### src/hw/rtl/skoc_pkg.sv
// Shared types and constants for the string key occurrence counter.
// Holds payload structs, controller/datapath command and status types.
// No dependencies.
package skoc_pkg;

    localparam int unsigned TABLE_SLOTS = 2048;
    localparam int unsigned SLOT_W      = 11;
    localparam int unsigned ORD_W       = 12;
    localparam logic [31:0] HASH_INIT   = 32'd2166136261;
    localparam logic [31:0] HASH_MUL    = 32'd16777619;

    localparam logic [2:0] ST_FOUND  = 3'd0;
    localparam logic [2:0] ST_INSERT = 3'd1;
    localparam logic [2:0] ST_DROP   = 3'd2;
    localparam logic [2:0] ST_RDHIT  = 3'd3;
    localparam logic [2:0] ST_RDMISS = 3'd4;

    localparam logic OP_KEY  = 1'b0;
    localparam logic OP_READ = 1'b1;

    typedef struct packed {
        logic        opcode;
        logic [7:0]  key_byte;
        logic        key_last;
        logic [11:0] read_ordinal;
    } in_t;

    typedef struct packed {
        logic [2:0]  status;
        logic [10:0] slot_index;
        logic [11:0] first_seen_ordinal;
        logic [31:0] hit_count;
        logic [2:0]  count_bucket;
        logic        first_drop;
    } out_t;

    typedef enum logic [2:0] {
        RES_INSERT = 3'd0,
        RES_FOUND  = 3'd1,
        RES_DROP   = 3'd2,
        RES_RDHIT  = 3'd3,
        RES_RDMISS = 3'd4
    } res_sel_t;

    typedef struct packed {
        logic     byte_take;
        logic     key_reset;
        logic     rd_take;
        logic     probe_start;
        logic     probe_next;
        logic     meta_sel_o2s;
        logic     hold_meta;
        logic     cnt_clear;
        logic     cnt_inc;
        logic     copy_we;
        logic     ins_we;
        logic     hit_we;
        logic     clr_we;
        logic     res_load;
        res_sel_t res_sel;
        logic     out_load;
    } cmd_t;

    typedef struct packed {
        logic enable;
        logic clr_done;
        logic meta_valid;
        logic meta_match;
        logic byte_eq;
        logic cnt_last;
        logic exhausted;
        logic rd_ok;
        logic out_free;
    } stat_t;

    function automatic logic [2:0] bucket_of(input logic [31:0] n);
        logic [2:0] b;
        if (n == 32'd0)           b = 3'd0;
        else if (n == 32'd1)      b = 3'd1;
        else if (n < 32'd10)      b = 3'd2;
        else if (n < 32'd100)     b = 3'd3;
        else if (n < 32'd1000)    b = 3'd4;
        else if (n < 32'd10000)   b = 3'd5;
        else if (n < 32'd100000)  b = 3'd6;
        else                      b = 3'd7;
        return b;
    endfunction

endpackage

### src/hw/rtl/skoc_ctrl.sv
// Controller state machine of the string key occurrence counter.
// Sequences hashing, probing, key compare/copy, reads and result hand-off.
// Depends on skoc_pkg.
module skoc_ctrl (
    input  logic           aclk,
    input  logic           aresetn,
    input  logic           s_valid,
    output logic           s_ready,
    input  skoc_pkg::in_t  s_payload,
    input  skoc_pkg::stat_t stat,
    output skoc_pkg::cmd_t cmd
);
    import skoc_pkg::*;

    typedef enum logic [14:0] {
        S_CLEAR     = 15'b000000000000001,
        S_IDLE      = 15'b000000000000010,
        S_PSTART    = 15'b000000000000100,
        S_PROBE_RD  = 15'b000000000001000,
        S_PROBE_CHK = 15'b000000000010000,
        S_CMP_RD    = 15'b000000000100000,
        S_CMP_CHK   = 15'b000000001000000,
        S_COPY_RD   = 15'b000000010000000,
        S_COPY_WR   = 15'b000000100000000,
        S_INSERT    = 15'b000001000000000,
        S_HIT       = 15'b000010000000000,
        S_RD_CHK    = 15'b000100000000000,
        S_RD_META   = 15'b001000000000000,
        S_RD_DONE   = 15'b010000000000000,
        S_EMIT      = 15'b100000000000000
    } state_t;

    state_t state_reg, state_next;
    logic   take;

    assign s_ready = (state_reg == S_IDLE);
    assign take    = s_valid && s_ready;

    always_ff @(posedge aclk) begin
        if (!aresetn) begin
            state_reg <= S_CLEAR;
        end else begin
            state_reg <= state_next;
        end
    end

    always_comb begin
        state_next = state_reg;
        cmd        = '0;
        cmd.res_sel = RES_RDMISS;
        unique case (state_reg)
            S_CLEAR: begin
                cmd.clr_we = 1'b1;
                if (stat.clr_done) state_next = S_IDLE;
            end
            S_IDLE: begin
                if (take && stat.enable) begin
                    if (s_payload.opcode == OP_READ) begin
                        cmd.rd_take = 1'b1;
                        state_next  = S_RD_CHK;
                    end else begin
                        cmd.byte_take = 1'b1;
                        if (s_payload.key_last) state_next = S_PSTART;
                    end
                end
            end
            S_PSTART: begin
                cmd.probe_start = 1'b1;
                state_next      = S_PROBE_RD;
            end
            S_PROBE_RD: begin
                state_next = S_PROBE_CHK;
            end
            S_PROBE_CHK: begin
                cmd.hold_meta = 1'b1;
                if (!stat.meta_valid) begin
                    cmd.cnt_clear = 1'b1;
                    state_next    = S_COPY_RD;
                end else if (stat.meta_match) begin
                    cmd.cnt_clear = 1'b1;
                    state_next    = S_CMP_RD;
                end else if (stat.exhausted) begin
                    cmd.res_load  = 1'b1;
                    cmd.res_sel   = RES_DROP;
                    cmd.key_reset = 1'b1;
                    state_next    = S_EMIT;
                end else begin
                    cmd.probe_next = 1'b1;
                    state_next     = S_PROBE_RD;
                end
            end
            S_CMP_RD: begin
                state_next = S_CMP_CHK;
            end
            S_CMP_CHK: begin
                if (!stat.byte_eq) begin
                    if (stat.exhausted) begin
                        cmd.res_load  = 1'b1;
                        cmd.res_sel   = RES_DROP;
                        cmd.key_reset = 1'b1;
                        state_next    = S_EMIT;
                    end else begin
                        cmd.probe_next = 1'b1;
                        state_next     = S_PROBE_RD;
                    end
                end else if (stat.cnt_last) begin
                    state_next = S_HIT;
                end else begin
                    cmd.cnt_inc = 1'b1;
                    state_next  = S_CMP_RD;
                end
            end
            S_COPY_RD: begin
                state_next = S_COPY_WR;
            end
            S_COPY_WR: begin
                cmd.copy_we = 1'b1;
                if (stat.cnt_last) begin
                    state_next = S_INSERT;
                end else begin
                    cmd.cnt_inc = 1'b1;
                    state_next  = S_COPY_RD;
                end
            end
            S_INSERT: begin
                cmd.ins_we    = 1'b1;
                cmd.res_load  = 1'b1;
                cmd.res_sel   = RES_INSERT;
                cmd.key_reset = 1'b1;
                state_next    = S_EMIT;
            end
            S_HIT: begin
                cmd.hit_we    = 1'b1;
                cmd.res_load  = 1'b1;
                cmd.res_sel   = RES_FOUND;
                cmd.key_reset = 1'b1;
                state_next    = S_EMIT;
            end
            S_RD_CHK: begin
                if (stat.rd_ok) begin
                    state_next = S_RD_META;
                end else begin
                    cmd.res_load = 1'b1;
                    cmd.res_sel  = RES_RDMISS;
                    state_next   = S_EMIT;
                end
            end
            S_RD_META: begin
                cmd.meta_sel_o2s = 1'b1;
                state_next       = S_RD_DONE;
            end
            S_RD_DONE: begin
                cmd.meta_sel_o2s = 1'b1;
                cmd.res_load     = 1'b1;
                cmd.res_sel      = RES_RDHIT;
                state_next       = S_EMIT;
            end
            S_EMIT: begin
                // hold the result until the output register frees up
                if (stat.out_free) begin
                    cmd.out_load = 1'b1;
                    state_next   = S_IDLE;
                end
            end
            default: begin
                state_next = S_CLEAR;
            end
        endcase
    end

endmodule

### config.mk
export PLATFORM = sky130hd
export DESIGN_NAME = skoc_ctrl
export DESIGN_NICKNAME = d
export VERILOG_FILES = /design/src/hw/rtl/skoc_pkg.sv /design/src/hw/rtl/skoc_ctrl.sv
export SDC_FILE = /design/constraint.sdc
export NUM_CORES = 1
export LEC_CHECK = 0
export BUFFER_PORTS_ARGS = -buffer_cell sky130_fd_sc_hd__clkbuf_2
export CAP_MARGIN = 20
export CORE_ASPECT_RATIO = 1.5
export CORE_MARGIN = 2
export CORE_UTILIZATION = 40
export CTS_BUF_LIST = sky130_fd_sc_hd__clkbuf_16
export DETAILED_ROUTE_END_ITERATION = 10
export GPL_TIMING_DRIVEN = 0
export PLACE_DENSITY = 0.77
export SETUP_SLACK_MARGIN = 0.1
export SYNTH_ARGS = -nofsm -noshare
export SYNTH_HDL_FRONTEND = slang
export SYNTH_SLANG_ARGS = --single-unit
export TNS_END_PERCENT = 50
### constraint.sdc
create_clock -name aclk -period 2.08 [get_ports aclk]
set_clock_uncertainty 0.15 [all_clocks]
set_input_delay 0.416 -clock aclk [delete_from_list [all_inputs] [get_ports aclk]]
set_output_delay 0.416 -clock aclk [all_outputs]
set_load 0.1 [all_outputs]
==> flow_summary.yaml, run 1 <==
run_status:
  status: "complete, but fails checks"
  violations: "negative setup slack"
timing:
  finalHoldViolCount: 0
  rsz0062_at_grt: "yes"
  setup_viol: 26
  hold_slack_ns: 0.256
  post-route-period-util_pct: 141
  tightest_slew_ns: 0.633
  slew_headroom_pct: 57.2
  timing.fmax_mhz: 342
  fin_crit_ns: 2.93
  final.setup.tns_ns: -11.52
  setup_ws_ns: -0.846
  slew_violations: 0
placed_design:
  dp_hpwl_um: 2480
  dpl-instance-area_um2: 1550
  globalplace.congestion: 0.887
  portBuffers: 32
logic_synthesis:
  post-synth-top-area-fraction_pct: 25.2
  ys_top_cells_by_count: "18 x nor2_1, 15 x dfxtp_1, 13 x nor3_1"
  netlist_area_um2: 1190
  synth_most_common_cell: "nor2_1"
  syn-num-nets: 189
  synth_compound_area_share_pct: 9.77
  ys_ff_latch: 15
  synthSimpleGateAreaFrac_pct: 49.9
  synth-async-reset-ratio_pct: 0
  postSynthCellCount: 155
  ys_types: 46
  synth-edff-count: 0
  seq_area_frac_synth_pct: 25.2
  muxShareOfSynthArea_pct: 0.840
  yosys.area.top_type: "dfxtp_1"
  synth_top_family_by_area: "simple AND/OR/NAND/NOR gates"
  ys_top_cells_by_area: "dfxtp_1 25%, nor2_1 5.7%, nor3_1 5.5%"
  synth_xor_area_share_pct: 5.88
  synth_ff_type: "dfxtp_1"
  synthAdderAreaFrac_pct: 0
  syn_avg_cell_area_um2: 7.68
  ys_warn_count: 0
route:
  viasPerCell: 6.31
  drtIter0Drc: 91
  vias: 1652
  m1WireLength_um: 2200
  met2WireLength_um: 3060
  routedWlPerCell_um: 23.7
  highest_layer: "met4"
  wl_met3_um: 438
  drt-pass1-iter-count: 4
  drc: 0
  drtAntennaViolNets: 0
  totalWireLength_um: 6220
global_routing:
  grt_pass1_wl_um: 8320
  overflow: 0
  grt_pass1_vias: 1630
  grt_max_degree: 11
  grt_usage_pct: 31.6
  antenna_found_initial: 0
critical_path:
  crit_top_cell: "buf_8"
  worst_path_largest_cell_delay_ns: 0.55
  cp.arrival_ns: 2.36
  r2r_end: "state_reg[0]"
  worst_setup_path_start_kind: "register"
  crit_required_ns: 1.51
  critPathTopFamily: "simple AND/OR/NAND/NOR gates"
  crit_slowest_cell: "or4_4"
  end_kind: "primary output"
  reg2reg_slack_ns: -0.43
  critical_path_buf_inv_count: 2
  cp-startpoint: "state_reg[6]"
  path_cells: "buf_8 > or4_4 > nor3_4 > nand4_1 > o211ai_2 > nand4b_1 > buf_8"
  r2r_cells: 11
  crit_path_end: "cmd[3]"
  critical_path_class: "register to primary output"
  critPathMaxFanout: 5
  reg2reg_from: "state_reg[11]"
  worstSetupPathDepth: 7
layout:
  area_growth_pct: 107
  largest_reg_flops: 15
  fin_util_pct: 85.4
  design_area_um2: 2460
  nets: 258
  insertedDiodeCount: 0
  layout-drive-gt1-share_pct: 60.1
cts:
  hold_buffers: 0
  cts_made_buffers: 3
  cts-root-buf: "clkbuf_16"
  path_clk_slew_ns: 0.05
  cts.sinks: 15
  cts.path.max_buffers: 2
  htreeDepth: 1
  tritoncts: "yes"
  worstSkewPairLatency_ns: 0.25
die:
  row_count: 24
  ios: 53
  die_y_um: 70.8
  core_um2: 2880
  start_util_pct: 41.3
  die_w_um: 48.6
  fp.dieArea_um2: 3440
job:
  cap_violations: 0
worst_hold_path:
  hp-class: "input port to register"
pwr:
  ir_drop_mv: 0.754
  power.density_nw_per_um2: 483
  p_total_uw: 1190
  leakage_uw: 0.00104
power by group:
part	internal [µW]	switching, µW
Combinational	201	282
Sequential	299	17.4
Clock	256	133
Total	756	433
placed cells by master, fill, tap and decap left out, types with 5 or more instances in the layout:
cell	count
clkbuf_16	19
nand2_1	6
buf_6	11
nor2_1	13
nor3_1	8
dfxtp_1	11
nor2_4	5
nor3_4	6
inv_1	5
buf_4	31
nand3_1	8
clkbuf_2	13
layer usage:
metal | up-vias | global-route usage [%]
met1 | 775 | 35.3
met2 | 124 | 56.3
met5 | - | 0
met3 | 43 | 4.43
met4 | 0 | 19.0
li1 | 710 | -
cell type report:
| cell class | instances | area, µm² |
|---|---|---|
| tap | 39 | 48.8 |
| timing repair buffer | 67 | 793 |
| inverter | 8 | 37.5 |
| sequential | 15 | 305 |
| buffer | 11 | 131 |
| multi-input combinational | 118 | 1070 |
| clock buffer | 3 | 75.1 |
| clock inverter | 1 | 3.75 |
| fill | 128 | 422 |
worst min-delay path, cell delays in order:
cell and delay, ns:
clkbuf_2 0.09, nand2_1 0.06, nor2_1 0.04
timing repair:
item                                    CTS  global route
pin swaps                                21            17
buffers inserted                         25            10
gates resized for setup                  92            24
endpoints found under the setup margin   27            27
kinds of logic after synthesis:
kind of cell	Yosys count
compound gates	16
flops	15
xor+xnor	8
simple gates	93
buf+inv	22
mux	1
stage by stage:
stage                     setup WS, ns  instances
after CTS                       -0.632        252
after global routing            -0.836        262
final                           -0.846        262
after global placement          -0.762        226
after detailed placement        -0.767        226
after floorplan                  -1.13        155
worst min path at each step:
stage | to | startpoint | depth (start not counted) | slack (ns)
after floorplan | state_reg[2] | s_payload[21] | 1 | 0.35
after global placement | state_reg[4] | state_reg[2] | 3 | 0.49
after detailed placement | state_reg[12] | stat[1] | 3 | 0.49
after CTS | state_reg[12] | stat[1] | 3 | 0.23
after global routing | state_reg[12] | stat[1] | 3 | 0.26
final | state_reg[12] | stat[1] | 3 | 0.26
Note: power is estimated with default switching activity, not from simulation.
==> inputs of run 2 (changes only) <==
RECOVER_POWER = 100   (was not set)
==> run 2 against run 1 <==
Compared with the run above:
- the flow still finishes with violations (negative setup slack)
- fmax is 0.63% higher
- combinational power down 1%
- largest cell class unchanged
- critical endpoint unchanged
- non-clock buffer count unchanged
- critical path type unchanged
- clock-buffer cell count did not move
- core utilization decreased by 0.52 points
- sequential power hardly changed
==> flow_summary.yaml, run 2 (synthesized netlist as in run 1, its figures left out) <==
critical_path:
  worst_setup_path_start_kind: "register"
  critPathMaxFanout: 4
  critical_path_class: "register to primary output"
  end_kind: "primary output"
  cp.arrival_ns: 2.34
  crit_required_ns: 1.51
  r2r_cells: 11
cts:
  cts_made_buffers: 3
  path_clk_slew_ns: 0.05
  cts-root-buf: "clkbuf_16"
  cts.sinks: 15
  worstSkewPairLatency_ns: 0.25
  tritoncts: "yes"
  cts.path.max_buffers: 2
  htreeDepth: 1
global_routing:
  use_met1_pct: 35.3
  antenna_found_initial: 0
  overflow: 0
  grt_max_degree: 11
  grt_usage_pct: 31.6
  grt.busiest_layer: "met2"
  grt_pass1_vias: 1630
  grt_pass1_wl_um: 8320
  grt_use_met2_pct: 56.3
  met3_usage_pct: 4.43
timing:
  slew_violations: 0
  slew_headroom_pct: 58.5
  setup_ws_ns: -0.827
  setup_viol: 26
  finalHoldViolCount: 0
  post-route-period-util_pct: 140
  rsz0062_at_grt: "yes"
  tightest_slew_ns: 0.613
  timing.fmax_mhz: 344
  fin_crit_ns: 2.91
die:
  fp.dieArea_um2: 3440
  core_um2: 2880
  die_w_um: 48.6
  die_y_um: 70.8
  ios: 53
  start_util_pct: 41.3
  row_count: 24
placed_design:
  place_inst: 226
  portBuffers: 32
  dp_hpwl_um: 2480
  dp_slack_ns: -0.767
  globalplace.congestion: 0.887
layout:
  final_common_cell: "buf_4"
  multiInputGateArea_um2: 1050
  final_cell_mix: "31 x buf_4, 19 x clkbuf_16, 13 x nor2_1, 13 x clkbuf_2"
  nets: 258
  insertedDiodeCount: 0
  nFillCells: 133
  fin_cells: 262
  largest_reg_flops: 15
  layout-drive-gt1-share_pct: 59.6
  regArea_um2: 305
  area_growth_pct: 105
pwr:
  leakage_uw: 0.00103
  ir_drop_mv: 0.749
  power.density_nw_per_um2: 482
run_status:
  violations: "negative setup slack"
  status: "complete, but fails checks"
route:
  routedWlPerCell_um: 23.5
  viasPerCell: 6.33
  drtIter0Drc: 108
  totalWireLength_um: 6160
  drt-pass1-iter-count: 4
  drtAntennaViolNets: 0
  drc: 0
  vias: 1658
job:
  cap_violations: 0
worst_hold_path:
  hp-class: "input port to register"
  min_path_cells: 2
run 2: worst paths after layout:
check	start	to	slack, ns
hold reg to reg	state_reg[7]	state_reg[8]	0.51
hold / removal	s_payload[21]	state_reg[2]	0.26
setup / recovery	state_reg[2]	cmd[3]	-0.83
setup reg to reg	state_reg[11]	state_reg[0]	-0.44
run 2: layout make-up:
| type | instances | area share, % |
|---|---|---|
| Buffer | 11 | 5.37 |
| Inverter | 8 | 1.53 |
| Tap cell | 39 | 1.99 |
| Clock buffer | 3 | 3.07 |
| Sequential cell | 15 | 12.5 |
| Multi-Input combinational cell | 118 | 43.0 |
| Timing Repair Buffer | 67 | 32.4 |
| Clock inverter | 1 | 0.153 |
run 2: report_power, final:
group | internal [µW] | switching [µW]
sequential | 299 | 17.8
clock | 255 | 129
combinational | 199 | 278
total | 753 | 425
run 2: routing by layer:
metal  wire length, µm  share of wire (%)
met1              2160                 35
met2              3070                 50
met3               414                6.7
met4               515                8.4
met5                 0                  0
run 2: worst max-delay path, cell delays in order, from the launching register on:
cell and delay, ns:
dfxtp_2 0.32, buf_6 0.13, nor4_4 0.37, nand3_2 0.17
or4_4 0.48, o211ai_2 0.20, nand4b_1 0.19, buf_8 0.23
run 2: stage by stage:
| step | instance area, µm² | setup TNS [ns] | power (µW) | utilization (%) | hold slack, ns |
|---|---|---|---|---|---|
| 6_report | 2450 | -11.59 | 1180 | 84.9 | 0.258 |
| 5_1_grt | 2450 | -12.43 | 1210 | 84.9 | 0.262 |
| 4_1_cts | 2310 | -9.18 | 1110 | 80.1 | 0.229 |
| 3_5_place_dp | 1550 | -10.17 | 623 | 53.7 | 0.488 |
| 3_3_place_gp | 1550 | -9.90 | 619 | 53.7 | 0.485 |
| 2_1_floorplan | 1340 | -10.15 | 564 | - | 0.345 |
run 2: repair_timing:
item,4_1_cts,5_1_grt
pin swaps,21,17
setup buffers,25,10
hold buffers,0,0
resized for setup,92,24
setup endpoints to repair,27,27
==> inputs of run 3 (changes only) <==
PLACE_DENSITY = 0.75   (was 0.77)
clock period = 2.9 ns   (was 2.08 ns; I/O delays follow)
==> run 3 against run 2 <==
Compared with the run above:
- die area unchanged
- first-iteration DRC count fell by 28%
- the run still ends with negative setup slack left
- largest power group unchanged
- highest routed layer unchanged
- sequential power is 29% lower
- worst hold slack gained 0.14 ns
==> flow_summary.yaml, run 3 (synthesized netlist as in run 1, its figures left out) <==
layout:
  fin_cells: 255
  layout-drive-gt1-share_pct: 51.9
  insertedDiodeCount: 0
  nets: 251
  final_cell_mix: "19 x buf_4, 18 x buf_6, 15 x nor2_1"
  fin_util_pct: 74.5
  area_growth_pct: 80.4
  final_common_cell: "buf_4"
  largest_reg_flops: 15
cts:
  htreeDepth: 1
  worstSkewPairLatency_ns: 0.25
  cts-root-buf: "clkbuf_16"
  tritoncts: "yes"
  cts.path.max_buffers: 2
  cts_made_buffers: 3
  path_clk_slew_ns: 0.05
  hold_buffers: 0
  cts.sinks: 15
critical_path:
  crit_slowest_cell: "or4_4"
  end_kind: "primary output"
  crit_required_ns: 2.17
  path_cells: "buf_6 > or4_4 > nor4_4 > nand4_1 > a21oi_2 > buf_12"
  critPathTopFamily: "simple AND/OR/NAND/NOR gates"
  worst_setup_path_start_kind: "register"
  critPathMaxFanout: 7
  worst_path_largest_cell_delay_ns: 0.56
  critical_path_class: "register to primary output"
  critical_path_buf_inv_count: 2
  cp.arrival_ns: 2.27
die:
  die_y_um: 70.8
  start_util_pct: 41.3
  core_um2: 2880
  row_count: 24
  fp.dieArea_um2: 3440
  die_w_um: 48.6
  ios: 53
route:
  drtIter0Drc: 78
  drtAntennaViolNets: 0
  vias: 1458
  routedWlPerCell_um: 17.7
  viasPerCell: 5.72
  drt-pass1-iter-count: 4
  totalWireLength_um: 4530
  drc: 0
pwr:
  power.density_nw_per_um2: 392
  leakage_uw: 0.000938
  ir_drop_mv: 0.453
  p_total_uw: 841
placed_design:
  place_inst: 226
  globalplace.congestion: 0.894
  portBuffers: 32
  dp_hpwl_um: 2620
global_routing:
  grt_pass1_vias: 1425
  grt_pass1_wl_um: 6670
  grt_usage_pct: 24.5
  grt_max_degree: 11
  antenna_found_initial: 0
  overflow: 0
run_status:
  status: "complete, but fails checks"
  violations: "negative setup slack"
timing:
  setup_ws_ns: -0.0995
  rsz0062_at_grt: "yes"
  hold_slack_ns: 0.398
  setup_viol: 4
  fin_crit_ns: 3.00
  post-route-period-util_pct: 103
  tightest_slew_ns: 0.578
  finalHoldViolCount: 0
  timing.fmax_mhz: 333
  slew_violations: 0
  slew_headroom_pct: 60.9
worst_hold_path:
  hp-class: "input port to register"
job:
  cap_violations: 0
run 3: cell type report:
type,count,area [µm²]
Buffer,12,93.8
Inverter,8,30.0
Sequential cell,15,303
Timing Repair Buffer,59,607
Fill cell,207,734
Multi-Input combinational cell,118,987
Tap cell,39,48.8
Clock inverter,1,3.75
Clock buffer,3,75.1
run 3: final timing paths:
check	start	cells after the start	slack [ns]	endpoint
worst max-delay path	state_reg[2]	6	-0.1	cmd[9]
worst min register to register	state_reg[12]	2	0.48	state_reg[13]
worst max register to register	state_reg[2]	16	0.14	state_reg[0]
worst min-delay path	stat[1]	3	0.40	state_reg[12]
run 3: where the power goes:
group          switching (µW)  leakage (µW)  internal, µW
Clock                    85.3     0.0000423           183
Sequential               10.6      0.000122           215
Combinational             189      0.000774           159
run 3: worst reg2reg max path, delay by kind of cell (launching register included):
family / cells / cell delay [ns]
AND/OR/NAND/NOR: 4 / 1.10
flip-flops: 1 / 0.31
AO/OA/AOI/OAI: 1 / 0.07
buffers and inverters: 11 / 1.01
run 3: repair_timing:
action / CTS / global route
resized for setup: 49 / 48
endpoints found under the setup margin: 18 / 19
pin swaps: 12 / 19
buffers inserted: 19 / 10
run 3: per-layer routing:
| layer | wire length [µm] | vias to the layer above | GRT usage [%] |
|---|---|---|---|
| met5 | 0 | - | 0 |
| met4 | 251 | 0 | 13.0 |
| met3 | 144 | 25 | 2.74 |
| met2 | 2420 | 54 | 46.8 |
| met1 | 1710 | 693 | 25.9 |
| li1 | - | 686 | - |
run 3: through the flow:
step | TNS (ns) | setup slack (ns) | cell area [µm²]
after detailed placement | -0.123 | -0.0641 | 1500
after CTS | 0 | 0.0286 | 1940
final | -0.201 | -0.0995 | 2150
after global placement | -0.111 | -0.0654 | 1500
after global routing | -0.485 | -0.163 | 2150
after floorplan | -0.833 | -0.470 | 1290
